==> config.mk <==
export PLATFORM = sky130hd
export DESIGN_NAME = arq_receive_reorder_window
export DESIGN_NICKNAME = d
export VERILOG_FILES = /design/src/sv/arqrw_pkg.sv /design/src/sv/arqrw_ram.sv /design/src/sv/arqrw_ctrl.sv /design/src/sv/arqrw_dp.sv /design/src/sv/arq_receive_reorder_window.sv
export SDC_FILE = /design/constraint.sdc
export NUM_CORES = 2
export LEC_CHECK = 0
export BUFFER_PORTS_ARGS = -buffer_cell sky130_fd_sc_hd__buf_2
export CAP_MARGIN = 30
export CORE_MARGIN = 10
export CORE_UTILIZATION = 57
export DETAILED_ROUTE_END_ITERATION = 7
export PLACE_DENSITY = 0.73
export SLEW_MARGIN = 10
export SYNTH_ARGS = -nofsm -noshare
export SYNTH_HDL_FRONTEND = slang
export SYNTH_SLANG_ARGS = --single-unit
==> constraint.sdc <==
create_clock -name clk -period 8 [get_ports clk]
set_input_delay 1.6 -clock clk [delete_from_list [all_inputs] [get_ports clk]]
set_output_delay 1.6 -clock clk [all_outputs]
set_load 0.03 [all_outputs]
==> src/sv/arqrw_pkg.sv <==
// Shared types and constants for the ARQ receive reorder window.
// Word layouts, slot and link codes, controller/datapath interface structs.
// No dependencies.
package arqrw_pkg;

    // Input word fields (s_tdata), lowest bit first
    localparam int SEQ_ID_W   = 11;
    localparam int META_W     = 16;
    localparam int REF_W      = 16;
    localparam int LEN_W      = 9;
    localparam int LENM1_W    = 8;
    localparam int ACTION_W   = 2;
    localparam int LINK_W     = 2;

    localparam int META_LSB = SEQ_ID_W;
    localparam int REF_LSB  = META_LSB + META_W;
    localparam int LEN_LSB  = REF_LSB + REF_W;
    localparam int FIELDS_W = LEN_LSB + LEN_W;
    localparam int TDATA_W  = ((FIELDS_W + 7) / 8) * 8;
    localparam int PAD_W    = TDATA_W - FIELDS_W;
    localparam int M_TUSER_W = 1 + LINK_W;

    // Actions
    localparam logic [ACTION_W-1:0] ACT_DATA        = 2'd0;
    localparam logic [ACTION_W-1:0] ACT_FRAMING_ERR = 2'd1;
    localparam logic [ACTION_W-1:0] ACT_RESET_WIN   = 2'd2;

    // Slot status
    localparam logic [1:0] SLOT_IDLE   = 2'd0;
    localparam logic [1:0] SLOT_ACKED  = 2'd1;
    localparam logic [1:0] SLOT_NACKED = 2'd2;

    // Link frame types
    localparam logic [LINK_W-1:0] LINK_ACK_ALL = 2'd0;
    localparam logic [LINK_W-1:0] LINK_ACK_ONE = 2'd1;
    localparam logic [LINK_W-1:0] LINK_NACK_ID = 2'd2;
    localparam logic [LINK_W-1:0] LINK_NACK_FE = 2'd3;

    localparam logic KIND_DELIVER = 1'b0;
    localparam logic KIND_LINK    = 1'b1;

    // Result selects for the output register
    localparam logic [2:0] EM_DELIVER_IN  = 3'd0;
    localparam logic [2:0] EM_DELIVER_RAM = 3'd1;
    localparam logic [2:0] EM_ACK_ALL     = 3'd2;
    localparam logic [2:0] EM_ACK_ONE     = 3'd3;
    localparam logic [2:0] EM_NACK_ID     = 3'd4;
    localparam logic [2:0] EM_NACK_GAP    = 3'd5;
    localparam logic [2:0] EM_NACK_FE     = 3'd6;

    typedef struct packed {
        logic       load;
        logic       clear_win;
        logic       deliver_in;
        logic       start_gap;
        logic       gap_step;
        logic       store;
        logic       drain_rd;
        logic       drain_step;
        logic       emit;
        logic       last;
        logic [2:0] emit_sel;
    } cmd_t;

    typedef struct packed {
        logic [ACTION_W-1:0] act;
        logic                is_next;
        logic                is_old;
        logic                is_beyond;
        logic                ms_match;
        logic                gap_done;
        logic                gap_idle;
        logic                drain_ack;
        logic                drain_room;
        logic                out_free;
    } sts_t;

    // Slot count: window rounded down to a power of two (at most 32), capped at half the id space
    function automatic int win_size(input int rx, input int idb);
        int p2;
        int half;
        p2 = (rx >= 32) ? 32 : (rx >= 16) ? 16 : (rx >= 8) ? 8 :
             (rx >= 4) ? 4 : (rx >= 2) ? 2 : 1;
        half = 1 << (idb - 1);
        return (p2 < half) ? p2 : half;
    endfunction

endpackage

==> src/sv/arqrw_ram.sv <==
// Generic single-write, single-read RAM with registered read data.
// No dependencies.
module arqrw_ram #(
    parameter int WIDTH  = 40,
    parameter int DEPTH  = 32,
    parameter int ADDR_W = (DEPTH > 1) ? $clog2(DEPTH) : 1
) (
    input  logic              clk,
    input  logic              wr_en,
    input  logic [ADDR_W-1:0] wr_addr,
    input  logic [WIDTH-1:0]  wr_data,
    input  logic              rd_en,
    input  logic [ADDR_W-1:0] rd_addr,
    output logic [WIDTH-1:0]  rd_data
);

    logic [WIDTH-1:0] mem [DEPTH];

    always_ff @(posedge clk)
    begin
        if (wr_en)
        begin
            mem[wr_addr] <= wr_data;
        end
        if (rd_en)
        begin
            rd_data <= mem[rd_addr];
        end
    end

endmodule

==> src/sv/arqrw_ctrl.sv <==
// Sequencer for the reorder window: classifies a word, walks gaps and drains.
// Depends on arqrw_pkg.
module arqrw_ctrl (
    input  logic              clk,
    input  logic              rst_n,
    input  logic              s_tvalid,
    output logic              s_tready,
    input  arqrw_pkg::sts_t   sts,
    output arqrw_pkg::cmd_t   cmd
);
    import arqrw_pkg::*;

    localparam logic [2:0] S_IDLE      = 3'd0;
    localparam logic [2:0] S_CLASS     = 3'd1;
    localparam logic [2:0] S_ACKALL    = 3'd2;
    localparam logic [2:0] S_DRAIN_RD  = 3'd3;
    localparam logic [2:0] S_DRAIN_OUT = 3'd4;
    localparam logic [2:0] S_GAP       = 3'd5;

    logic [2:0] state_reg;
    logic [2:0] state_next;

    always_ff @(posedge clk or negedge rst_n)
    begin
        if (!rst_n)
        begin
            state_reg <= S_IDLE;
        end
        else
        begin
            state_reg <= state_next;
        end
    end

    always_comb
    begin
        cmd        = '0;
        state_next = state_reg;
        s_tready   = 1'b0;
        case (state_reg)
            S_IDLE:
            begin
                s_tready = 1'b1;
                if (s_tvalid)
                begin
                    cmd.load   = 1'b1;
                    state_next = S_CLASS;
                end
            end
            S_CLASS:
            begin
                case (sts.act)
                    ACT_RESET_WIN:
                    begin
                        cmd.clear_win = 1'b1;
                        state_next    = S_IDLE;
                    end
                    ACT_FRAMING_ERR:
                    begin
                        if (sts.out_free)
                        begin
                            cmd.emit     = 1'b1;
                            cmd.last     = 1'b1;
                            cmd.emit_sel = EM_NACK_FE;
                            state_next   = S_IDLE;
                        end
                    end
                    ACT_DATA:
                    begin
                        if (sts.is_next)
                        begin
                            if (sts.out_free)
                            begin
                                cmd.emit       = 1'b1;
                                cmd.emit_sel   = EM_DELIVER_IN;
                                cmd.deliver_in = 1'b1;
                                state_next     = sts.ms_match ? S_ACKALL : S_DRAIN_RD;
                            end
                        end
                        else if (sts.is_old)
                        begin
                            if (sts.out_free)
                            begin
                                cmd.emit     = 1'b1;
                                cmd.last     = 1'b1;
                                cmd.emit_sel = EM_ACK_ALL;
                                state_next   = S_IDLE;
                            end
                        end
                        else if (sts.is_beyond)
                        begin
                            if (sts.out_free)
                            begin
                                cmd.emit     = 1'b1;
                                cmd.last     = 1'b1;
                                cmd.emit_sel = EM_NACK_ID;
                                state_next   = S_IDLE;
                            end
                        end
                        else
                        begin
                            cmd.start_gap = 1'b1;
                            state_next    = S_GAP;
                        end
                    end
                    default:
                    begin
                        state_next = S_IDLE;
                    end
                endcase
            end
            S_ACKALL:
            begin
                if (sts.out_free)
                begin
                    cmd.emit     = 1'b1;
                    cmd.last     = 1'b1;
                    cmd.emit_sel = EM_ACK_ALL;
                    state_next   = S_IDLE;
                end
            end
            S_DRAIN_RD:
            begin
                if (sts.drain_ack && sts.drain_room)
                begin
                    cmd.drain_rd = 1'b1;
                    state_next   = S_DRAIN_OUT;
                end
                else
                begin
                    state_next = S_ACKALL;
                end
            end
            S_DRAIN_OUT:
            begin
                if (sts.out_free)
                begin
                    cmd.emit       = 1'b1;
                    cmd.emit_sel   = EM_DELIVER_RAM;
                    cmd.drain_step = 1'b1;
                    state_next     = S_DRAIN_RD;
                end
            end
            S_GAP:
            begin
                if (sts.gap_done)
                begin
                    if (sts.out_free)
                    begin
                        cmd.emit     = 1'b1;
                        cmd.last     = 1'b1;
                        cmd.emit_sel = EM_ACK_ONE;
                        cmd.store    = 1'b1;
                        state_next   = S_IDLE;
                    end
                end
                else if (sts.gap_idle)
                begin
                    // idle gap slot: mark nacked and report it
                    if (sts.out_free)
                    begin
                        cmd.emit     = 1'b1;
                        cmd.emit_sel = EM_NACK_GAP;
                        cmd.gap_step = 1'b1;
                    end
                end
                else
                begin
                    cmd.gap_step = 1'b1;
                end
            end
            default:
            begin
                state_next = S_IDLE;
            end
        endcase
    end

endmodule

==> src/sv/arqrw_dp.sv <==
// Datapath of the reorder window: id counters, slot status, slot RAM, result register.
// Depends on arqrw_pkg and arqrw_ram.
module arqrw_dp #(
    parameter int RX_WINDOW   = 32,
    parameter int ID_BITS     = 11,
    parameter int PAYLOAD_MAX = 256
) (
    input  logic                                clk,
    input  logic                                rst_n,
    input  logic [arqrw_pkg::TDATA_W-1:0]       s_tdata,
    input  logic [arqrw_pkg::ACTION_W-1:0]      s_tuser,
    output logic                                m_tvalid,
    input  logic                                m_tready,
    output logic [arqrw_pkg::TDATA_W-1:0]       m_tdata,
    output logic [arqrw_pkg::M_TUSER_W-1:0]     m_tuser,
    output logic                                m_tlast,
    input  arqrw_pkg::cmd_t                     cmd,
    output arqrw_pkg::sts_t                     sts
);
    import arqrw_pkg::*;

    localparam int WIN    = win_size(RX_WINDOW, ID_BITS);
    localparam int IDX_W  = (WIN > 1) ? $clog2(WIN) : 1;
    localparam int CNT_W  = IDX_W + 1;
    localparam int SLOT_W = META_W + REF_W + LENM1_W;
    localparam logic [IDX_W-1:0] IDX_MASK = IDX_W'(WIN - 1);

    // captured input word
    logic [ACTION_W-1:0] act_reg;
    logic [ID_BITS-1:0]  id_reg;
    logic [META_W-1:0]   meta_reg;
    logic [REF_W-1:0]    ref_reg;
    logic [LEN_W-1:0]    len_reg;

    logic [ID_BITS-1:0]  ne_reg;
    logic [ID_BITS-1:0]  ne_next;
    logic [ID_BITS-1:0]  ms_reg;
    logic [ID_BITS-1:0]  ms_next;
    logic [ID_BITS-1:0]  g_reg;     // gap walk / drain pointer
    logic [ID_BITS-1:0]  g_next;
    logic [CNT_W-1:0]    cnt_reg;
    logic [CNT_W-1:0]    cnt_next;

    logic [1:0]          slot_st_reg [WIN];

    logic [LEN_W-1:0]    in_len;
    logic [LEN_W-1:0]    in_len_clamped;
    logic [IDX_W-1:0]    id_idx;
    logic [IDX_W-1:0]    g_idx;
    logic [1:0]          st_g;
    logic [ID_BITS-1:0]  ne_inc;
    logic [ID_BITS-1:0]  g_inc;
    logic [ID_BITS-1:0]  d_id_ne;
    logic [ID_BITS-1:0]  d_end_id;
    logic [ID_BITS-1:0]  d_id_ms;
    logic                id_ahead_ms;

    logic                st_we;
    logic [IDX_W-1:0]    st_wa;
    logic [1:0]          st_wd;

    logic [SLOT_W-1:0]   ram_wdata;
    logic [SLOT_W-1:0]   ram_rdata;
    logic [META_W-1:0]   ram_meta;
    logic [REF_W-1:0]    ram_ref;
    logic [LENM1_W-1:0]  ram_lenm1;

    // result register
    logic                   m_tvalid_reg;
    logic                   m_tvalid_next;
    logic                   kind_reg;
    logic                   kind_next;
    logic [LINK_W-1:0]      link_reg;
    logic [LINK_W-1:0]      link_next;
    logic [SEQ_ID_W-1:0]    oid_reg;
    logic [SEQ_ID_W-1:0]    oid_next;
    logic [META_W-1:0]      ometa_reg;
    logic [META_W-1:0]      ometa_next;
    logic [REF_W-1:0]       oref_reg;
    logic [REF_W-1:0]       oref_next;
    logic [LEN_W-1:0]       olen_reg;
    logic [LEN_W-1:0]       olen_next;
    logic                   olast_reg;

    // length clamp to 1..PAYLOAD_MAX
    assign in_len = s_tdata[LEN_LSB +: LEN_W];
    always_comb
    begin
        in_len_clamped = in_len;
        if (in_len == '0)
        begin
            in_len_clamped = LEN_W'(1);
        end
        else if (in_len > LEN_W'(PAYLOAD_MAX))
        begin
            in_len_clamped = LEN_W'(PAYLOAD_MAX);
        end
    end

    always_ff @(posedge clk)
    begin
        if (cmd.load)
        begin
            act_reg  <= s_tuser;
            id_reg   <= ID_BITS'(s_tdata[SEQ_ID_W-1:0]);
            meta_reg <= s_tdata[META_LSB +: META_W];
            ref_reg  <= s_tdata[REF_LSB +: REF_W];
            len_reg  <= in_len_clamped;
        end
    end

    assign id_idx = id_reg[IDX_W-1:0] & IDX_MASK;
    assign g_idx  = g_reg[IDX_W-1:0] & IDX_MASK;
    assign st_g   = slot_st_reg[g_idx];
    assign ne_inc = ne_reg + ID_BITS'(1);
    assign g_inc  = g_reg + ID_BITS'(1);

    // modular distances: sign bit marks a negative distance
    assign d_id_ne     = id_reg - ne_reg;
    assign d_end_id    = ne_reg + ID_BITS'(WIN) - id_reg;
    assign d_id_ms     = id_reg - ms_reg;
    assign id_ahead_ms = (d_id_ms != '0) && !d_id_ms[ID_BITS-1];

    always_comb
    begin
        sts.act        = act_reg;
        sts.is_next    = (id_reg == ne_reg);
        sts.is_old     = d_id_ne[ID_BITS-1];
        sts.is_beyond  = (d_end_id == '0) || d_end_id[ID_BITS-1];
        sts.ms_match   = (ms_reg == id_reg);
        sts.gap_done   = (g_reg == id_reg);
        sts.gap_idle   = (st_g == SLOT_IDLE);
        sts.drain_ack  = (st_g == SLOT_ACKED);
        sts.drain_room = (cnt_reg < CNT_W'(WIN - 1));
        sts.out_free   = !m_tvalid_reg || m_tready;
    end

    // id counters
    always_comb
    begin
        ne_next  = ne_reg;
        ms_next  = ms_reg;
        g_next   = g_reg;
        cnt_next = cnt_reg;
        if (cmd.clear_win)
        begin
            ne_next = '0;
            ms_next = '0;
        end
        if (cmd.deliver_in)
        begin
            ne_next  = ne_inc;
            g_next   = ne_inc;
            cnt_next = '0;
            if (ms_reg == id_reg)
            begin
                ms_next = ne_inc;
            end
        end
        if (cmd.start_gap)
        begin
            g_next = ne_reg;
            if (id_ahead_ms)
            begin
                ms_next = id_reg;
            end
        end
        if (cmd.gap_step)
        begin
            g_next = g_inc;
        end
        if (cmd.drain_step)
        begin
            ne_next  = ne_inc;
            g_next   = g_inc;
            cnt_next = cnt_reg + CNT_W'(1);
        end
    end

    always_ff @(posedge clk or negedge rst_n)
    begin
        if (!rst_n)
        begin
            ne_reg  <= '0;
            ms_reg  <= '0;
            g_reg   <= '0;
            cnt_reg <= '0;
        end
        else
        begin
            ne_reg  <= ne_next;
            ms_reg  <= ms_next;
            g_reg   <= g_next;
            cnt_reg <= cnt_next;
        end
    end

    // slot status write port, one op per cycle
    always_comb
    begin
        st_we = 1'b0;
        st_wa = id_idx;
        st_wd = SLOT_IDLE;
        if (cmd.deliver_in)
        begin
            st_we = 1'b1;
        end
        else if (cmd.store)
        begin
            st_we = 1'b1;
            st_wd = SLOT_ACKED;
        end
        else if (cmd.gap_step)
        begin
            st_we = (st_g == SLOT_IDLE);
            st_wa = g_idx;
            st_wd = SLOT_NACKED;
        end
        else if (cmd.drain_step)
        begin
            st_we = 1'b1;
            st_wa = g_idx;
        end
    end

    always_ff @(posedge clk or negedge rst_n)
    begin
        if (!rst_n)
        begin
            for (int i = 0; i < WIN; i++)
            begin
                slot_st_reg[i] <= SLOT_IDLE;
            end
        end
        else if (cmd.clear_win)
        begin
            for (int i = 0; i < WIN; i++)
            begin
                slot_st_reg[i] <= SLOT_IDLE;
            end
        end
        else if (st_we)
        begin
            slot_st_reg[st_wa] <= st_wd;
        end
    end

    assign ram_wdata = {meta_reg, ref_reg, LENM1_W'(len_reg - LEN_W'(1))};

    arqrw_ram #(
        .WIDTH (SLOT_W),
        .DEPTH (WIN)
    ) u_slot_ram (
        .clk     (clk),
        .wr_en   (cmd.store),
        .wr_addr (id_idx),
        .wr_data (ram_wdata),
        .rd_en   (cmd.drain_rd),
        .rd_addr (g_idx),
        .rd_data (ram_rdata)
    );

    assign {ram_meta, ram_ref, ram_lenm1} = ram_rdata;

    // result select
    always_comb
    begin
        kind_next  = KIND_LINK;
        link_next  = LINK_ACK_ALL;
        oid_next   = SEQ_ID_W'(id_reg);
        ometa_next = '0;
        oref_next  = '0;
        olen_next  = '0;
        case (cmd.emit_sel)
            EM_DELIVER_IN:
            begin
                kind_next  = KIND_DELIVER;
                ometa_next = meta_reg;
                oref_next  = ref_reg;
                olen_next  = len_reg;
            end
            EM_DELIVER_RAM:
            begin
                kind_next  = KIND_DELIVER;
                oid_next   = SEQ_ID_W'(ne_reg);
                ometa_next = ram_meta;
                oref_next  = ram_ref;
                olen_next  = LEN_W'(ram_lenm1) + LEN_W'(1);
            end
            EM_ACK_ALL:
            begin
                oid_next = SEQ_ID_W'(ne_reg - ID_BITS'(1));
            end
            EM_ACK_ONE:
            begin
                link_next = LINK_ACK_ONE;
            end
            EM_NACK_ID:
            begin
                link_next = LINK_NACK_ID;
            end
            EM_NACK_GAP:
            begin
                link_next = LINK_NACK_ID;
                oid_next  = SEQ_ID_W'(g_reg);
            end
            EM_NACK_FE:
            begin
                link_next = LINK_NACK_FE;
                oid_next  = SEQ_ID_W'(ne_reg);
            end
            default:
            begin
                link_next = LINK_ACK_ALL;
            end
        endcase
    end

    always_comb
    begin
        m_tvalid_next = m_tvalid_reg;
        if (cmd.emit)
        begin
            m_tvalid_next = 1'b1;
        end
        else if (m_tready)
        begin
            m_tvalid_next = 1'b0;
        end
    end

    always_ff @(posedge clk or negedge rst_n)
    begin
        if (!rst_n)
        begin
            m_tvalid_reg <= 1'b0;
        end
        else
        begin
            m_tvalid_reg <= m_tvalid_next;
        end
    end

    always_ff @(posedge clk)
    begin
        if (cmd.emit)
        begin
            kind_reg  <= kind_next;
            link_reg  <= link_next;
            oid_reg   <= oid_next;
            ometa_reg <= ometa_next;
            oref_reg  <= oref_next;
            olen_reg  <= olen_next;
            olast_reg <= cmd.last;
        end
    end

    assign m_tvalid = m_tvalid_reg;
    assign m_tdata  = {{PAD_W{1'b0}}, olen_reg, oref_reg, ometa_reg, oid_reg};
    assign m_tuser  = {link_reg, kind_reg};
    assign m_tlast  = olast_reg;

endmodule

==> src/sv/arq_receive_reorder_window.sv <==
// ARQ receive reorder window, top level. Per word: capture (S_IDLE), then classify (S_CLASS);
// the first result is loaded from S_CLASS, or from S_GAP when the frame is stored.
// Gap walk: one slot at a time between next expected id and the frame id (up to WIN-1).
// In-order drain: per stored frame a slot RAM read, then the result, up to WIN-1 frames.
// One word in flight at a time; s_tready returns the cycle after the last result is loaded.
// Async active-low reset clears counters and slot status at once; slot RAM needs no clear.
module arq_receive_reorder_window #(
    parameter int RX_WINDOW   = 32,
    parameter int ID_BITS     = 11,
    parameter int PAYLOAD_MAX = 256
) (
    input  logic                             clk,
    input  logic                             rst_n,
    input  logic                             s_tvalid,
    output logic                             s_tready,
    // s_tdata: seq_id[10:0], meta_word[26:11], payload_ref[42:27],
    //          payload_len[51:43], zero pad[55:52]
    input  logic [arqrw_pkg::TDATA_W-1:0]    s_tdata,
    // s_tuser: action[1:0]
    input  logic [arqrw_pkg::ACTION_W-1:0]   s_tuser,
    output logic                             m_tvalid,
    input  logic                             m_tready,
    // m_tdata: out_seq_id[10:0], out_meta[26:11], out_payload_ref[42:27],
    //          out_len[51:43], zero pad[55:52]
    output logic [arqrw_pkg::TDATA_W-1:0]    m_tdata,
    // m_tuser: result_kind[0], link_type[2:1]
    output logic [arqrw_pkg::M_TUSER_W-1:0]  m_tuser,
    output logic                             m_tlast
);
    import arqrw_pkg::*;

    cmd_t cmd;
    sts_t sts;

    // Controller: decides the path of each word and paces results against
    // the output register (out_free).
    arqrw_ctrl u_ctrl (
        .clk      (clk),
        .rst_n    (rst_n),
        .s_tvalid (s_tvalid),
        .s_tready (s_tready),
        .sts      (sts),
        .cmd      (cmd)
    );

    // Datapath: next expected / max seen ids, slot status flops, slot RAM for
    // stored descriptors, and the result register that drives the m_ side.
    arqrw_dp #(
        .RX_WINDOW   (RX_WINDOW),
        .ID_BITS     (ID_BITS),
        .PAYLOAD_MAX (PAYLOAD_MAX)
    ) u_dp (
        .clk      (clk),
        .rst_n    (rst_n),
        .s_tdata  (s_tdata),
        .s_tuser  (s_tuser),
        .m_tvalid (m_tvalid),
        .m_tready (m_tready),
        .m_tdata  (m_tdata),
        .m_tuser  (m_tuser),
        .m_tlast  (m_tlast),
        .cmd      (cmd),
        .sts      (sts)
    );

`ifndef SYNTHESIS
    // a result is loaded only when the output register is free
    assert property (@(posedge clk) disable iff (!rst_n)
        cmd.emit |-> sts.out_free)
    else $error("result loaded over a pending word");

    // at most one state-changing datapath op per cycle
    assert property (@(posedge clk) disable iff (!rst_n)
        $onehot0({cmd.load, cmd.clear_win, cmd.deliver_in, cmd.start_gap,
                  cmd.gap_step, cmd.store, cmd.drain_rd, cmd.drain_step}))
    else $error("conflicting datapath ops");

    // after the final result of a word the block takes input again
    assert property (@(posedge clk) disable iff (!rst_n)
        cmd.emit && cmd.last |=> s_tready)
    else $error("input not reopened after last result");

    // one word in flight: no accept directly after an accept
    assert property (@(posedge clk) disable iff (!rst_n)
        s_tvalid && s_tready |=> !s_tready)
    else $error("second word taken while first in progress");
`endif

endmodule

==> flow_summary.ini <==
[outcome]
outcome = finished, final reports clean

[finish]
drive_gt1_share_pct = 28.5
regArea_um2 = 45600
area_delta_synth_final_pct = 13.7
multi_input_area_um2 = 16100
mostFrequentLayoutCells = 1430 x edfxtp_1, 412 x mux4_2, 156 x clkbuf_16, 115 x buf_2, 102 x dfrtp_1
fin_nets = 3482
final_common_cell = edfxtp_1
final_util_pct = 65.3
antenna_cells = 0
nFillCells = 6939
largest_reg_flops = 1280

[clocking]
cts_tree = built
cts_root_buf = clkbuf_16
clk_pin_slew_ns = 0.06
cts-resized-gates = 0
cts_buffers = 151
clk_path_buf_depth = 3
cts_sinks = 1537
post-cts-setup-buffers = 0
cts_hold_buf = 0
insertion_delay_ns = 0.79
htreeDepth = 4

[logic_synthesis]
synth-simple-area-share_pct = 3.33
syn_area_um2 = 62400
synth_mux_area_share_pct = 16.3
synth_top_family_by_area = multiplexers
ys_seq_elements = 1537
yosys.cell_types.count = 93
async_reset_ff_share_pct = 6.96
yosys_warnings = 0
synth_area_per_cell_um2 = 19.9
synth-xor-area-share_pct = 0.686
synthCells = 3135
synth-main-ff-cell = edfxtp_1
synth_fa_ha_area_share_pct = 1.05
synth_compound_gate_area_share_pct = 3.88
ys_seq_area_share_pct = 73.1
synth_edf_count = 1430

[setup_path]
max_stage_delay_ns = 0.86
critical_path_class = reg -> reg
crit_path_top_delay_cell = dfrtp_4
crit_family = buffers and inverters
cp_cell_sequence = buf_4, mux4_2, mux2i_1, a21oi_1, o311ai_1, buf_2, a21oi_1, nor2_1, ha_1, inv_1, nor3_4, buf_4, o21ai_0, a22oi_1
critPathRequiredTime_ns = 8.60
cp.arrival_ns = 6.06
worstSetupEndpointType = register
path_buf_inv = 4
crit_fanout = 35
startpoint_type = register

[place]
gp_congestion = 0.899
pre_cts_ws_ns = 2.17
port_buffers = 115
hpwl_mm = 92.1

[sta]
worst_pin_slew_ns = 1.03
setup_viol = 0
fin_ws_ns = 2.54
drv_slew = 0
clock_skew_ns = 0.0411
final_hold_viol_count = 0
rsz0062_at_grt = no
maxSlewHeadroom_pct = 31.1
tns_ns = 0
fmax_mhz = 183
period_share_pct = 68.2
fin_crit_ns = 5.46

[drt]
detail_route.iter0.violations = 4269
dr.pass1.iters = 7
ant_nets = 0
wl_per_cell_um = 32.4
drc = 0
vias = 33100
routed_wl_mm = 159
viasPerCell = 6.75

[hold_path]
hp-class = reg -> reg

[power]
power_leakage_nw = 23.7
pwr_density_cell_nw_per_um2 = 346
irDropWorstVdd_uv = 289

[die]
die_x_um = 351
die-area_um2 = 123000
ioPinCount = 124
core_um2 = 109000
num_rows = 121
initial_core_util_pct = 57.4
die_h_um = 351

[grt]
antenna_found_initial = 2
grt_usage_pct = 25.9
first_global_vias = 33700
grt_pass1_wl_mm = 232
grt_max_degree = 65
grt-ovfl-total = 0

[flow_run]
drv_cap = 0
==> per-stage QoR <==
step / instances / cell area (um^2) / power (W) / hold slack, ns
finish: 4901 / 70900 / 0.0246 / 0.481
CTS: 4864 / 70200 / 0.0245 / 0.478
floorplan: 3138 / 62400 / 0.0154 / 0.444
global placement: 4573 / 64900 / 0.0173 / 0.456
detailed placement: 4592 / 65400 / 0.0176 / 0.465
global route: 4901 / 70900 / 0.0255 / 0.504
==> logic make-up (layout without fill, tap and decap cells) <==
family / Yosys count / in the layout
flops: 1537 / 1537
mux: 494 / 494
simple gates: 416 / 416
compound gates: 342 / 342
buf+inv: 245 / 594
fa+ha+maj: 52 / 52
xor+xnor: 48 / 48
other cells: 1 / 4
==> routing by layer <==
metal	GRT usage [%]	wire, um
met4	8.68	5020
met2	41.5	77600
met1	35.9	60600
met3	5.16	15400
met5	0	0
==> cell usage after synthesis (all sizes together), types with 47 or more instances <==
master | n | area (um^2)
edfxtp | 1430 | 42900
clkbuf | 112 | 422
nor2 | 113 | 437
nand3 | 53 | 265
a22o | 62 | 543
ha | 51 | 638
mux4 | 412 | 9280
mux2 | 47 | 529
nand2 | 92 | 362
o21ai | 75 | 375
nor3 | 47 | 240
dfrtp | 107 | 2680
inv | 65 | 244
buf | 66 | 359
==> path summary, 6_finish.rpt <==
path	start	endpoint	slack, ns	depth (start not counted)
worst min register to register	u_dp.slot_st_reg[10]	u_dp.slot_st_reg[10]	0.48	1
worst max register to register	u_dp.g_reg[2]	u_dp.oid_reg[1]	2.54	14
worst min-delay path	u_dp.slot_st_reg[10]	u_dp.slot_st_reg[10]	0.48	1
worst max-delay path	u_dp.g_reg[2]	u_dp.oid_reg[1]	2.54	14
min in group asynchronous	rst_n	u_dp.ms_reg[8]	0.83	1
max in group asynchronous	rst_n	u_dp.slot_st_reg[55]	5.87	2
==> where the power goes <==
group	switching (W)	leakage, nW	internal [W]
registers	0.000567	14.3	0.00971
clock network	0.00309	2.32	0.00380
logic	0.00415	7.01	0.00326
total	0.00781	23.7	0.0168
==> layout make-up <==
type,instances,share of cell area [%]
flip-flops and latches,1537,64.3
multi-input cells,1356,22.6
clock buffers,187,5.58
repair buffers,255,3.43
well taps,1414,2.49
clock inverters,85,1.19
inverters,67,0.354
(Power assumes the default switching activity.)
